## src/rtl/swrr_pkg.sv

```systemverilog
// swrr_pkg: shared types and constants for the selective-repeat receive window
// word structs, opcodes, result kinds, register map and reset values
// no dependencies
`default_nettype none

package swrr_pkg;

  localparam int DEFAULT_WINDOW_DEPTH = 16;
  localparam int SIZE_W = 5;
  localparam int SEQ_W = 32;
  localparam int HANDLE_W = 32;
  localparam int PADDR_W = 3;
  localparam int PDATA_W = 32;

  // opcodes
  localparam logic OP_PACKET = 1'b0;
  localparam logic OP_SLIDE = 1'b1;

  // packet kind that marks end of transfer
  localparam logic [1:0] PK_END = 2'd2;

  // result kinds
  localparam logic [2:0] RK_STORED = 3'd0;
  localparam logic [2:0] RK_OUTSIDE = 3'd1;
  localparam logic [2:0] RK_END = 3'd2;
  localparam logic [2:0] RK_DELIVERED = 3'd3;
  localparam logic [2:0] RK_NOTHING = 3'd4;

  // register select (word address bit)
  localparam logic REG_SLOT_SPAN = 1'b0;
  localparam logic REG_INITIAL_START = 1'b1;

  localparam logic [SIZE_W-1:0] SLOT_SPAN_RESET = 5'd10;
  localparam logic [SEQ_W-1:0] INITIAL_START_RESET = 32'd0;
  localparam logic [SEQ_W-1:0] SEQ_MAX = 32'hFFFF_FFFF;

  typedef struct packed {
    logic                opcode;
    logic [1:0]          packet_kind;
    logic [SEQ_W-1:0]    seq_num;
    logic [HANDLE_W-1:0] payload_handle;
  } item_t;

  typedef struct packed {
    logic [2:0]          result_kind;
    logic [SEQ_W-1:0]    out_seq;
    logic [HANDLE_W-1:0] out_handle;
    logic                ack_valid;
    logic [SEQ_W-1:0]    ack_seq;
    logic                last;
  } result_t;

  // configuration seen by the window engine
  typedef struct packed {
    logic [SIZE_W-1:0] slot_span;
    logic              restart;
    logic [SEQ_W-1:0]  restart_start;
  } cfg_t;

endpackage

`default_nettype wire

```

## src/rtl/swrr_handle_mem.sv

```systemverilog
// swrr_handle_mem: payload handle store, one write and one read port
// synchronous (registered) read; no reset on contents
// depends on swrr_pkg
`default_nettype none

module swrr_handle_mem #(
  parameter int WINDOW_DEPTH = swrr_pkg::DEFAULT_WINDOW_DEPTH
) (
  input  wire logic                                clk,
  input  wire logic                                we,
  input  wire logic [$clog2(WINDOW_DEPTH)-1:0]     waddr,
  input  wire logic [swrr_pkg::HANDLE_W-1:0]       wdata,
  input  wire logic                                re,
  input  wire logic [$clog2(WINDOW_DEPTH)-1:0]     raddr,
  output logic      [swrr_pkg::HANDLE_W-1:0]       rdata
);

  logic [swrr_pkg::HANDLE_W-1:0] mem [WINDOW_DEPTH];

  always_ff @(posedge clk) begin
    if (we) begin
      mem[waddr] <= wdata;
    end
  end

  always_ff @(posedge clk) begin
    if (re) begin
      rdata <= mem[raddr];
    end
  end

endmodule

`default_nettype wire

```

## src/rtl/swrr_apb_regs.sv

```systemverilog
// swrr_apb_regs: apb register file for window size and initial start
// flags a window restart when initial start is written
// depends on swrr_pkg
`default_nettype none

module swrr_apb_regs (
  input  wire logic                           clk,
  input  wire logic                           rst,
  input  wire logic                           psel,
  input  wire logic                           penable,
  input  wire logic                           pwrite,
  input  wire logic [swrr_pkg::PADDR_W-1:0]   paddr,
  input  wire logic [swrr_pkg::PDATA_W-1:0]   pwdata,
  output logic      [swrr_pkg::PDATA_W-1:0]   prdata,
  output logic                                pready,
  output swrr_pkg::cfg_t                      cfg
);

  logic [swrr_pkg::SIZE_W-1:0] slot_span;
  logic [swrr_pkg::SEQ_W-1:0]  initial_start;
  logic                        wr_en;
  logic                        reg_sel;

  assign pready = 1'b1;
  assign wr_en = psel & penable & pwrite;
  // registers sit on 4-byte words; low address bits are ignored
  assign reg_sel = paddr[2];

  always_ff @(posedge clk) begin
    if (rst) begin
      slot_span <= swrr_pkg::SLOT_SPAN_RESET;
      initial_start <= swrr_pkg::INITIAL_START_RESET;
    end else if (wr_en) begin
      unique case (reg_sel)
        swrr_pkg::REG_SLOT_SPAN: slot_span <= pwdata[swrr_pkg::SIZE_W-1:0];
        swrr_pkg::REG_INITIAL_START: initial_start <= pwdata[swrr_pkg::SEQ_W-1:0];
        default: ;
      endcase
    end
  end

  always_comb begin
    unique case (reg_sel)
      swrr_pkg::REG_SLOT_SPAN:
        prdata = {{(swrr_pkg::PDATA_W-swrr_pkg::SIZE_W){1'b0}}, slot_span};
      swrr_pkg::REG_INITIAL_START: prdata = initial_start;
      default: prdata = '0;
    endcase
  end

  assign cfg.slot_span = slot_span;
  assign cfg.restart = wr_en && (reg_sel == swrr_pkg::REG_INITIAL_START);
  assign cfg.restart_start = pwdata[swrr_pkg::SEQ_W-1:0];

endmodule

`default_nettype wire

```

## src/rtl/sliding_window_receive_reorder_top.sv

```systemverilog
// sliding_window_receive_reorder_top: receive side of a selective-repeat window
// window engine plus instances of the register file and the handle memory
// depends on swrr_pkg, swrr_apb_regs, swrr_handle_mem
`default_nettype none

// A word is taken when start is high and busy is low. A packet word is
// handled in its accept cycle and its single result shows on result in the
// next cycle for exactly one cycle with result_valid high; busy stays low,
// so packets may arrive every cycle while no slide holds busy. A slide
// word that finds the head slot empty gives one "nothing" result the next
// cycle, also without busy. A slide that delivers n packets holds busy
// until the walk ends and puts out one delivered result per cycle, the
// n-th with last set. The walk overlaps reads of the handle memory: each
// cycle reads the next head slot while the previous read is being
// reported. The receiver cannot stall, so results are never held back.
// Filled flags are flip-flops that reset and an initial start write clear
// at once; there is no clearing pass.
module sliding_window_receive_reorder_top #(
  parameter int WINDOW_DEPTH = swrr_pkg::DEFAULT_WINDOW_DEPTH
) (
  input  wire logic                           clk,
  input  wire logic                           rst,
  // command channel
  input  wire logic                           start,
  input  wire swrr_pkg::item_t                item,
  output logic                                busy,
  output logic                                result_valid,
  output swrr_pkg::result_t                   result,
  // configuration
  input  wire logic                           psel,
  input  wire logic                           penable,
  input  wire logic                           pwrite,
  input  wire logic [swrr_pkg::PADDR_W-1:0]   paddr,
  input  wire logic [swrr_pkg::PDATA_W-1:0]   pwdata,
  output logic      [swrr_pkg::PDATA_W-1:0]   prdata,
  output logic                                pready
);

  localparam int IDX_W = $clog2(WINDOW_DEPTH);
  // head + offset, offset below the 5-bit window size
  localparam int SUM_W = ((IDX_W > swrr_pkg::SIZE_W) ? IDX_W : swrr_pkg::SIZE_W) + 1;

  typedef enum logic [1:0] {
    ST_IDLE  = 2'b01,
    ST_DRAIN = 2'b10
  } state_t;

  swrr_pkg::cfg_t cfg;

  state_t                        state, state_next;
  logic [WINDOW_DEPTH-1:0]       filled;
  logic [swrr_pkg::SEQ_W-1:0]    window_start;
  logic [IDX_W-1:0]              head_slot;
  logic [swrr_pkg::SEQ_W-1:0]    pend_seq;   // sequence of the read in flight
  logic                          stop;       // walk reached top of sequence space

  logic                          accept;
  logic                          acc_packet;
  logic                          acc_slide;
  logic [swrr_pkg::SEQ_W-1:0]    diff;
  logic                          in_window;
  logic [SUM_W-1:0]              idx_sum;
  logic [IDX_W-1:0]              store_idx;
  logic                          head_filled;
  logic                          take_head;   // deliver the head slot this cycle
  logic [IDX_W-1:0]              head_inc;
  logic                          mem_we;
  logic [swrr_pkg::HANDLE_W-1:0] mem_rdata;

  swrr_apb_regs u_regs (
    .clk     (clk),
    .rst     (rst),
    .psel    (psel),
    .penable (penable),
    .pwrite  (pwrite),
    .paddr   (paddr),
    .pwdata  (pwdata),
    .prdata  (prdata),
    .pready  (pready),
    .cfg     (cfg)
  );

  swrr_handle_mem #(
    .WINDOW_DEPTH (WINDOW_DEPTH)
  ) u_mem (
    .clk   (clk),
    .we    (mem_we),
    .waddr (store_idx),
    .wdata (item.payload_handle),
    .re    (take_head),
    .raddr (head_slot),
    .rdata (mem_rdata)
  );

  assign busy = (state == ST_DRAIN);
  assign accept = start && !busy;
  assign acc_packet = accept && (item.opcode == swrr_pkg::OP_PACKET);
  assign acc_slide = accept && (item.opcode == swrr_pkg::OP_SLIDE);

  // window check: start <= seq < start + min(size, depth), no wrap
  assign diff = item.seq_num - window_start;
  assign in_window = (item.seq_num >= window_start)
                  && (diff < {{(swrr_pkg::SEQ_W-swrr_pkg::SIZE_W){1'b0}}, cfg.slot_span})
                  && (diff < swrr_pkg::SEQ_W'(WINDOW_DEPTH));

  // ring slot for the offset; for an in-window offset the sum stays below twice the depth
  always_comb begin
    idx_sum = SUM_W'(head_slot) + SUM_W'(diff[swrr_pkg::SIZE_W-1:0]);
    if (idx_sum >= SUM_W'(WINDOW_DEPTH)) begin
      idx_sum = idx_sum - SUM_W'(WINDOW_DEPTH);
    end
    store_idx = idx_sum[IDX_W-1:0];
  end

  assign mem_we = acc_packet && (item.packet_kind != swrr_pkg::PK_END) && in_window;

  assign head_filled = filled[head_slot];
  assign head_inc = (head_slot == IDX_W'(WINDOW_DEPTH - 1)) ? '0 : head_slot + 1'b1;

  // deliver head on a slide start; walk on while slots stay filled and stop is low
  always_comb begin
    take_head = 1'b0;
    state_next = state;
    unique case (state)
      ST_IDLE: begin
        if (acc_slide && head_filled) begin
          take_head = 1'b1;
          state_next = ST_DRAIN;
        end
      end
      ST_DRAIN: begin
        if (head_filled && !stop) begin
          take_head = 1'b1;
        end else begin
          state_next = ST_IDLE;
        end
      end
      default: state_next = ST_IDLE;
    endcase
  end

  // control state
  always_ff @(posedge clk) begin
    if (rst) begin
      state <= ST_IDLE;
      filled <= '0;
      window_start <= swrr_pkg::INITIAL_START_RESET;
      head_slot <= '0;
      stop <= 1'b0;
      result_valid <= 1'b0;
    end else if (cfg.restart) begin
      filled <= '0;
      window_start <= cfg.restart_start;
      head_slot <= '0;
      stop <= 1'b0;
      result_valid <= 1'b0;
    end else begin
      state <= state_next;
      // a slide that starts a walk reports from the drain cycles only
      result_valid <= (accept && !take_head) || (state == ST_DRAIN);
      if (mem_we) begin
        filled[store_idx] <= 1'b1;
      end
      if (take_head) begin
        filled[head_slot] <= 1'b0;
        // at the top of sequence space the window holds still
        if (window_start == swrr_pkg::SEQ_MAX) begin
          stop <= 1'b1;
        end else begin
          window_start <= window_start + 1'b1;
          head_slot <= head_inc;
        end
      end else if (state == ST_DRAIN) begin
        stop <= 1'b0;
      end
    end
  end

  // payload: sequence of the read in flight and the result register
  always_ff @(posedge clk) begin
    if (take_head) begin
      pend_seq <= window_start;
    end
    if (state == ST_DRAIN) begin
      result.result_kind <= swrr_pkg::RK_DELIVERED;
      result.out_seq <= pend_seq;
      result.out_handle <= mem_rdata;
      result.ack_valid <= 1'b1;
      result.ack_seq <= pend_seq;
      result.last <= !take_head;
    end else if (acc_slide && !head_filled) begin
      // empty head: nothing to deliver
      result.result_kind <= swrr_pkg::RK_NOTHING;
      result.out_seq <= '0;
      result.out_handle <= '0;
      result.ack_valid <= 1'b0;
      result.ack_seq <= '0;
      result.last <= 1'b1;
    end else if (acc_packet) begin
      if (item.packet_kind == swrr_pkg::PK_END) begin
        result.result_kind <= swrr_pkg::RK_END;
      end else if (in_window) begin
        result.result_kind <= swrr_pkg::RK_STORED;
      end else begin
        result.result_kind <= swrr_pkg::RK_OUTSIDE;
      end
      result.out_seq <= item.seq_num;
      result.out_handle <= '0;
      result.ack_valid <= 1'b0;
      result.ack_seq <= '0;
      result.last <= 1'b1;
    end
  end

endmodule

`default_nettype wire
```

## config.mk

```make
export PLATFORM = sky130hd
export DESIGN_NAME = sliding_window_receive_reorder_top
export DESIGN_NICKNAME = d
export VERILOG_FILES = /design/src/rtl/swrr_pkg.sv /design/src/rtl/swrr_handle_mem.sv /design/src/rtl/swrr_apb_regs.sv /design/src/rtl/sliding_window_receive_reorder_top.sv
export SDC_FILE = /design/constraint.sdc
export NUM_CORES = 1
export LEC_CHECK = 0
export ABC_CLOCK_PERIOD_IN_PS = 9300
export BUFFER_PORTS_ARGS = -buffer_cell sky130_fd_sc_hd__buf_2
export CAP_MARGIN = 5
export CORE_UTILIZATION = 60
export DETAILED_ROUTE_END_ITERATION = 8
export GPL_TIMING_DRIVEN = 1
export PLACE_DENSITY = 0.88
export SLEW_MARGIN = 20
export SYNTH_ARGS = -nofsm -noshare
export SYNTH_HDL_FRONTEND = slang
export SYNTH_SLANG_ARGS = --single-unit
```

## constraint.sdc

```tcl
create_clock -name clk -period 9.3 [get_ports clk]
set_clock_uncertainty 0.1 [all_clocks]
set_input_delay 1.395 -clock clk [delete_from_list [all_inputs] [get_ports clk]]
set_output_delay 1.395 -clock clk [all_outputs]
set_load 0.1 [all_outputs]
```

==> results of run 1 <==
## worst min-delay path: stages (launching register included)
cell and delay (ns):
dfxtp_1 0.31, nand2_1 0.05, a21oi_1 0.05
## routing by layer
| metal | vias to the layer above | wire, um |
|---|---|---|
| li1 | 8141 | - |
| met3 | 305 | 8064 |
| met2 | 1456 | 45410 |
| met5 | - | 27 |
| met1 | 9908 | 31010 |
| met4 | 4 | 4767 |
## stage by stage
stage | instance area, sq um | setup slack (ns) | total power, W
after floorplan | 31990 | 2.019 | 0.004243
final | 36560 | 2.640 | 0.007482
after global routing | 36560 | 2.498 | 0.007659
after detailed placement | 34040 | 2.206 | 0.004386
after CTS | 36560 | 2.756 | 0.007502
after global placement | 34030 | 2.129 | 0.004375
## area by class of cell
cell class | instances | share of cell area, %
Clock buffer | 96 | 5.636
Clock inverter | 47 | 1.256
Inverter | 54 | 0.5612
Multi-Input combinational cell | 1034 | 25.42
Sequential cell | 770 | 60.61
Tap cell | 688 | 2.354
Timing Repair Buffer | 282 | 4.158
## power by group through the flow
stage	registers, W	logic, W	clock network [W]
floorplan	0.00406	0.000187	0
finish	0.00380	0.000527	0.00316
CTS	0.00380	0.000523	0.00318
global placement	0.00387	0.000508	0
detailed placement	0.00387	0.000517	0
global route	0.00380	0.000554	0.00331
## how the worst max path moves through the flow
stage	slack, ns	start	end
2_1_floorplan	2.02	item[32]	u_mem.mem[3][0]
3_3_place_gp	2.13	item[32]	u_mem.mem[13][19]
3_5_place_dp	2.21	item[32]	u_mem.mem[13][18]
4_1_cts	2.76	item[32]	u_mem.mem[13][19]
5_1_grt	2.50	item[32]	u_mem.mem[13][19]
6_report	2.64	item[32]	u_mem.mem[13][26]
## synth_stat cells (39+ instances only)
library cell,count
a21o_1,39
a21oi_1,109
and2_1,98
clkbuf_1,53
dfxtp_1,97
edfxtp_1,673
ha_1,46
inv_1,53
mux4_2,165
nand2_1,157
nor2_1,68
o21ai_0,50
xnor2_1,43
## cells by family (layout without fill, tap and decap cells)
group           Yosys count  in the layout  synth area share, %
compound gates          293            293                5.816
xor+xnor                 52             52                1.424
fa+ha+maj                48             48                1.924
buf+inv                 152            479                2.045
flops                   770            770                69.24
mux                     177            177                12.00
other cells               1              1              0.01172
simple gates            463            463                7.536
## registers in the layout, summed over array words and instances, names as in the netlist
signal,cells
filled,16
head_slot,4
pend_seq,32
result,101
result_valid,1
state,2
stop,1
u_mem.mem,512
u_mem.rdata,32
u_regs.initial_start,32
u_regs.slot_span,5
window_start,32
==> key figures, run 1 <==
Die
  • Initial core utilization: between 60 and 70%
  • Die area: approximately 0.054 sq mm
  • Die W: about 230 um
  • Core Region: about 0.053 sq mm
  • Die Y: approximately 230 um
  • Num rows: 84
  • I/O pin count: approximately 240

Global route
  • Largest net degree at the start of global routing: 78
  • Busiest layer in global routing: met2
  • GRT met3 Usage: around 5.3%
  • M1 GR Usage: about two fifths
  • Initial antenna violation count: 3
  • Vias in the first global route: 19,690
  • Met2 Usage GRT: a little under three fifths
  • First-pass GRT wire length: between 100 and 150 mm
  • Gr ovfl total: 0
  • Total Routing Usage GR: 33.49%

Timing
  • Fin Hold WS: about 0.35 ns
  • Min cycle time layout: 6.660 ns
  • Final hold violations: 0
  • Peak Freq: 0.1502 GHz
  • Relative slew slack: 23.31%
  • Tcrit/Tclk final: a little under three quarters
  • Final setup viols: 0
  • RSZ-0062 raised after global routing: no
  • Slew Limit Fails: 0
  • Setup_tns: 0 ns
  • Worst slew pin tran: 1.150 ns

Worst setup path
  • Delay-heaviest family, CP: simple AND/OR/NAND/NOR gates
  • Startpoint types: primary input
  • Buf+Inv Stages, Crit Path: 3
  • Critical Path RT: approximately 9.5 ns
  • FF-to-FF Start: window_start[0]
  • Slowest cell on the critical path: nor3_4
  • Worst path cell trace: buf_2 > inv_1 > ha_1 > fa_1 > nand2b_1 > a21o_1 > xnor2_1 > ha_1 > or4_1 > nor4_1 > nand4_1 > nor4_2 > nand2_1 > a211oi_2 > nand4_2 > nor3_4 > buf_4
  • Reg2reg end: u_mem.mem[13][26]
  • Crit Path Category: in -> reg
  • Worst path max stage delay: about 1.0 ns
  • Crit-path most repeated cell: ha_1
  • CP arrival: ~6.9 ns
  • CP endpoint kind: flip-flop
  • Reg2reg setup slack: roughly 3.3 ns
  • Worst path depth: 17
  • CP Max Fanout: 17
  • FF-to-FF path depth: 15

Synthesis
  • Register area share after synthesis: a little under 70%
  • Ys Warns: 0
  • Area leader, netlist: edfxtp_1
  • Post-synth EDFFs: roughly 670
  • Post-synthesis cell type count: between 70 and 80
  • Yosys top cell area share: 63.17%
  • Post-Syn Area: 0.03199 sq mm
  • Syn Nets: 2,112
  • Synth area leaders: edfxtp_1, mux4_2, dfxtp_1
  • Cell count after synthesis: just under 2,000
  • Top_reg_cell synth: edfxtp_1
  • Post-synth ARST share: 0%
  • Avg Cell Area, Syn: about 16 sq um
  • #FFs+latches synth: 770

Job
  • Maxcap violations: 0

Clock tree
  • Num Clock Sinks: 770
  • H-tree depth: 3
  • Clk buf depth: 3
  • CTS tree: done
  • Post-CTS setup buffer count: 0
  • Worst-Skew Late Latency: 0.62 ns
  • Num CTS Buffers: 77
  • Root Buffer: clkbuf_16
  • # resized after CTS: 0
  • Clock transition at path regs: approximately 0.060 ns
  • Post-CTS Hold Buffers: 0

Hold path
  • HP Start: u_regs.initial_start[12]
  • Hold path cells: 2
  • Worst Hold Endpoint: u_regs.initial_start[12]
  • Worst Hold Class: reg -> reg

Layout
  • FF/Latch Area: between 0.02 and 0.025 sq mm
  • Commonest non-fill, non-tap cell in the layout: edfxtp_1
  • Final core utilization: between 60% and 70%
  • Area Overhead vs Synth: 14.28%
  • Most frequent cells in the layout: edfxtp_1, buf_2, mux4_2
  • Layout net count: 2,375
  • Multi-input logic area: 0.009294 sq mm
  • Ant. Diodes: 0
  • Non-Filler Instances: around 3,000
  • Share of cells above drive strength 1: a little over a quarter
  • Fillers: approximately 3,200

Power
  • Lkg Pwr: roughly 12 nW
  • Int Pwr: around 0.0057 W
  • Power per cell area: roughly 200 mW/mm^2
  • Clk pwr share: between 40% and 50%
  • Psw: ~0.0018 W
  • Peak supply drop: approximately 0.24 mV
  • Sequential share of power: 50.7%
  • Combinational share of power: under 10%
  • Switching part of the total power: between 20 and 25%

Run status
  • Status: complete, no violations

Route
  • 1st-iter DRT viols: approximately 2,300
  • Via density: roughly 6.7
  • Drt wl/cell: approximately 30 um
  • Final WL: between 80 and 90 mm
  • Post-route ant nets: 0
  • Via count: between 15,000 and 20,000
  • TritonRoute pass-1 iters: 6
  • Drt drc: 0

Placement
  • RD Place Congestion: about 0.97
  • Post-Place Cells: ~2,800
  • Count of input and output buffers: 240
  • Placed wire-length estimate: 50.63 mm
Power figures use the tool's default switching activity.
==> run 2: changes to the inputs <==
--- a/config.mk
+++ b/config.mk
@@ -5,7 +5,7 @@
 export SDC_FILE = /design/constraint.sdc
 export NUM_CORES = 1
 export LEC_CHECK = 0
-export ABC_CLOCK_PERIOD_IN_PS = 9300
+export ABC_CLOCK_PERIOD_IN_PS = 6480
 export BUFFER_PORTS_ARGS = -buffer_cell sky130_fd_sc_hd__buf_2
 export CAP_MARGIN = 5
 export CORE_UTILIZATION = 60
==> constraint.sdc (replaced) <==
create_clock -name clk -period 6.48 [get_ports clk]
set_clock_uncertainty 0.1 [all_clocks]
set_input_delay 0.972 -clock clk [delete_from_list [all_inputs] [get_ports clk]]
set_output_delay 0.972 -clock clk [all_outputs]
set_load 0.1 [all_outputs]
==> run 2 against run 1 <==
Compared with the run above:
- power increased by 41%
- combinational power increased by 44%
- worst hold slack about the same
- first-iteration DRC count decreased by 7.5%
- cell count decreased by 0.10%
- register-to-register slack got worse by 1.8 ns
- critical path depth increased by 1
- via count decreased by 2.6%
- clock power increased by 38%
- die area unchanged
- worst setup slack got worse by 1.4 ns
==> key figures, run 2 (same netlist as run 1, synthesis figures left out) <==
Timing
  • Final hold violations: 0 (unchanged)
  • Min cycle time layout: around 5.3 ns
  • Final setup viols: 0 (unchanged)
  • Tcrit/Tclk final: 81.52%
  • RSZ-0062 raised after global routing: no
  • Worst slew pin tran: 1.066 ns (-0.08419 ns)
  • Peak Freq: roughly 0.19 GHz
  • Setup WS post-layout: 1.197 ns (-1.443 ns)
  • Slew Limit Fails: 0 (unchanged)
  • Relative slew slack: 28.77% (+5.5 points)

Global route
  • Initial antenna violation count: 4 (+1)
  • Vias in the first global route: 19,290 (-2.0%)
  • Total Routing Usage GR: 32.01% (-1.5 points)
  • First-pass GRT wire length: 123.9 mm (-4.3%)
  • Gr ovfl total: 0 (unchanged)
  • Largest net degree at the start of global routing: 104 (+33%)

Placement
  • Post-Place Cells: 2,826 (-0.071%)
  • Placed inst area: 0.03412 sq mm (+0.23%)
  • Placed wire-length estimate: 51.03 mm (+0.79%)
  • Setup slack at placement: 0.6773 ns (-1.529 ns)
  • RD Place Congestion: 1.029 (+6.0%)
  • Count of input and output buffers: 240 (unchanged)

Layout
  • Most frequent cells in the layout: edfxtp_1, buf_2, mux4_2
  • Non-Filler Instances: 2,968 (-0.10%)
  • Layout net count: 2,373 (-0.084%)
  • Max reg flops: 512 (unchanged)
  • Top flop regs: u_mem.mem: 512 flops, result: 101 flops
  • Share of cells above drive strength 1: 26.65% (-0.25 points)
  • Commonest non-fill, non-tap cell in the layout: edfxtp_1
  • Most flop-heavy register: u_mem.mem
  • Cell area after layout: 0.03657 sq mm (about the same)
  • Area Overhead vs Synth: 14.32% (about the same)

Worst setup path
  • FF-to-FF Start: window_start[0]
  • Reg2reg end: u_mem.mem[2][20]
  • CP Max Fanout: 23 (+6)
  • Reg2reg setup slack: 1.46 ns (-1.83 ns)
  • Worst path max stage delay: 0.52 ns (-0.51 ns)
  • Critical Path RT: 6.63 ns (-2.86 ns)
  • Startpoint types: primary input
  • Worst path cell trace: buf_2 > inv_1 > ha_1 > fa_1 > nand2b_1 > a21o_1 > xnor2_1 > ha_1 > or4_1 > nor4_1 > nand4_1 > nor4_2 > nand2_1 > a211oi_2 > nand4_2 > buf_4 > nor3_2 > buf_4
  • Slowest cell on the critical path: or4_1
  • Crit Path Category: in -> reg
  • CP endpoint kind: flip-flop
  • FF-to-FF path depth: 16 (+1)
  • CP arrival: 5.44 ns (-1.41 ns)

Die
  • Die Y: 232.9 um (unchanged)
  • Num rows: 84 (unchanged)
  • Die area: 0.05425 sq mm (unchanged)
  • I/O pin count: 244 (unchanged)
  • Core Region: 0.05266 sq mm (unchanged)
  • Initial core utilization: 60.76% (unchanged)
  • Die W: 232.9 um (unchanged)

Route
  • Drt wl/cell: 28.90 um (-3.8%)
  • Drt drc: 0 (unchanged)
  • TritonRoute pass-1 iters: 5 (-1)
  • Post-route ant nets: 0 (unchanged)
  • 1st-iter DRT viols: 2,122 (-7.5%)
  • Via count: 19,290 (-2.6%)
  • Final WL: 85.77 mm (-3.9%)
  • Via density: 6.500 (-2.5%)

Clock tree
  • Post-CTS Hold Buffers: 0 (unchanged)
  • Num CTS Buffers: 77 (unchanged)
  • Post-CTS setup buffer count: 0 (unchanged)
  • Clk buf depth: 3 (unchanged)
  • Num Clock Sinks: 770 (unchanged)
  • CTS tree: done
  • Root Buffer: clkbuf_16
  • Clock transition at path regs: 0.06 ns (about the same)
  • Worst-Skew Late Latency: 0.63 ns (about the same)
  • H-tree depth: 3 (unchanged)
  • # resized after CTS: 0 (unchanged)

Hold path
  • Worst Hold Endpoint: u_regs.initial_start[5]
  • Hold path cells: 2 (unchanged)
  • Worst Hold Class: reg -> reg
  • HP Start: u_regs.initial_start[5]

Job
  • Maxcap violations: 0 (unchanged)

Power
  • Peak supply drop: 0.3052 mV (+30%)
  • Lkg Pwr: 12.23 nW (-0.45%)
  • Final Power: 0.01057 W (+41%)
  • Power per cell area: 289.0 mW/mm^2 (+41%)

Run status
  • Status: complete, no violations
==> run 2: changes by cell type in the layout (fill, tap and decap cells not counted), sizes merged <==
cell | before | now
bufinv | 6 | 5
inv | 59 | 58
clkinvlp | 3 | 5
diode | 0 | 2
clkbuf | 96 | 98
buf | 282 | 280
clkinv | 33 | 28
==> run 2: critical path, delay by kind of cell <==
family                   cells  cell delay (ns)
AO/OA/AOI/OAI                2             0.43
XOR/XNOR                     1             0.16
adder cells (fa/ha/maj)      3             0.83
buffers and inverters        4             1.01
AND/OR/NAND/NOR              8             2.01
==> run 2: layer usage <==
metal	share of wire [%]	global-route usage [%]	up-vias
met3	7.7	4.853	251
li1	-	-	8136
met4	4.7	15.22	2
met2	52	56.45	1241
met5	0.017	0	-
met1	35	38.63	9661
==> run 2: cell type report <==
class,count,area [sq um]
Tap cell,688,860.8
Clock buffer,98,2047
Timing Repair Buffer,280,1609
Antenna cell,2,5.005
Multi-Input combinational cell,1034,9296
Sequential cell,770,22160
Inverter,54,205.2
Clock inverter,42,387.9
Fill cell,3176,16080
==> run 2: worst max-delay path by stage <==
stage               cells past startpoint          endpoint     start  slack (ns)
floorplan                              16   u_mem.mem[3][0]  item[32]       -0.38
detailed placement                     18  u_mem.mem[3][19]  item[32]        0.68
CTS                                    18  u_mem.mem[3][12]  item[32]        1.26
global placement                       18   u_mem.mem[4][6]  item[32]        0.88
global route                           18  u_mem.mem[2][10]  item[32]        0.99
finish                                 18  u_mem.mem[2][20]  item[32]        1.20
==> run 2: stage by stage <==
stage / hold WS, ns / util, % / TNS (ns)
global placement: 0.3385 / 64.79 / 0
CTS: 0.3524 / 69.42 / 0
finish: 0.3521 / 69.46 / 0
detailed placement: 0.3440 / 64.79 / 0
floorplan: 0.3231 / - / -155.27
global route: 0.3702 / 69.45 / 0
==> run 2: power breakdown <==
| group | switching (W) | internal, W | leakage, nW |
|---|---|---|---|
| Clock | 0.00190 | 0.00246 | 1.17 |
| Sequential | 0.0000251 | 0.00542 | 6.86 |
| Combinational | 0.000601 | 0.000159 | 4.19 |
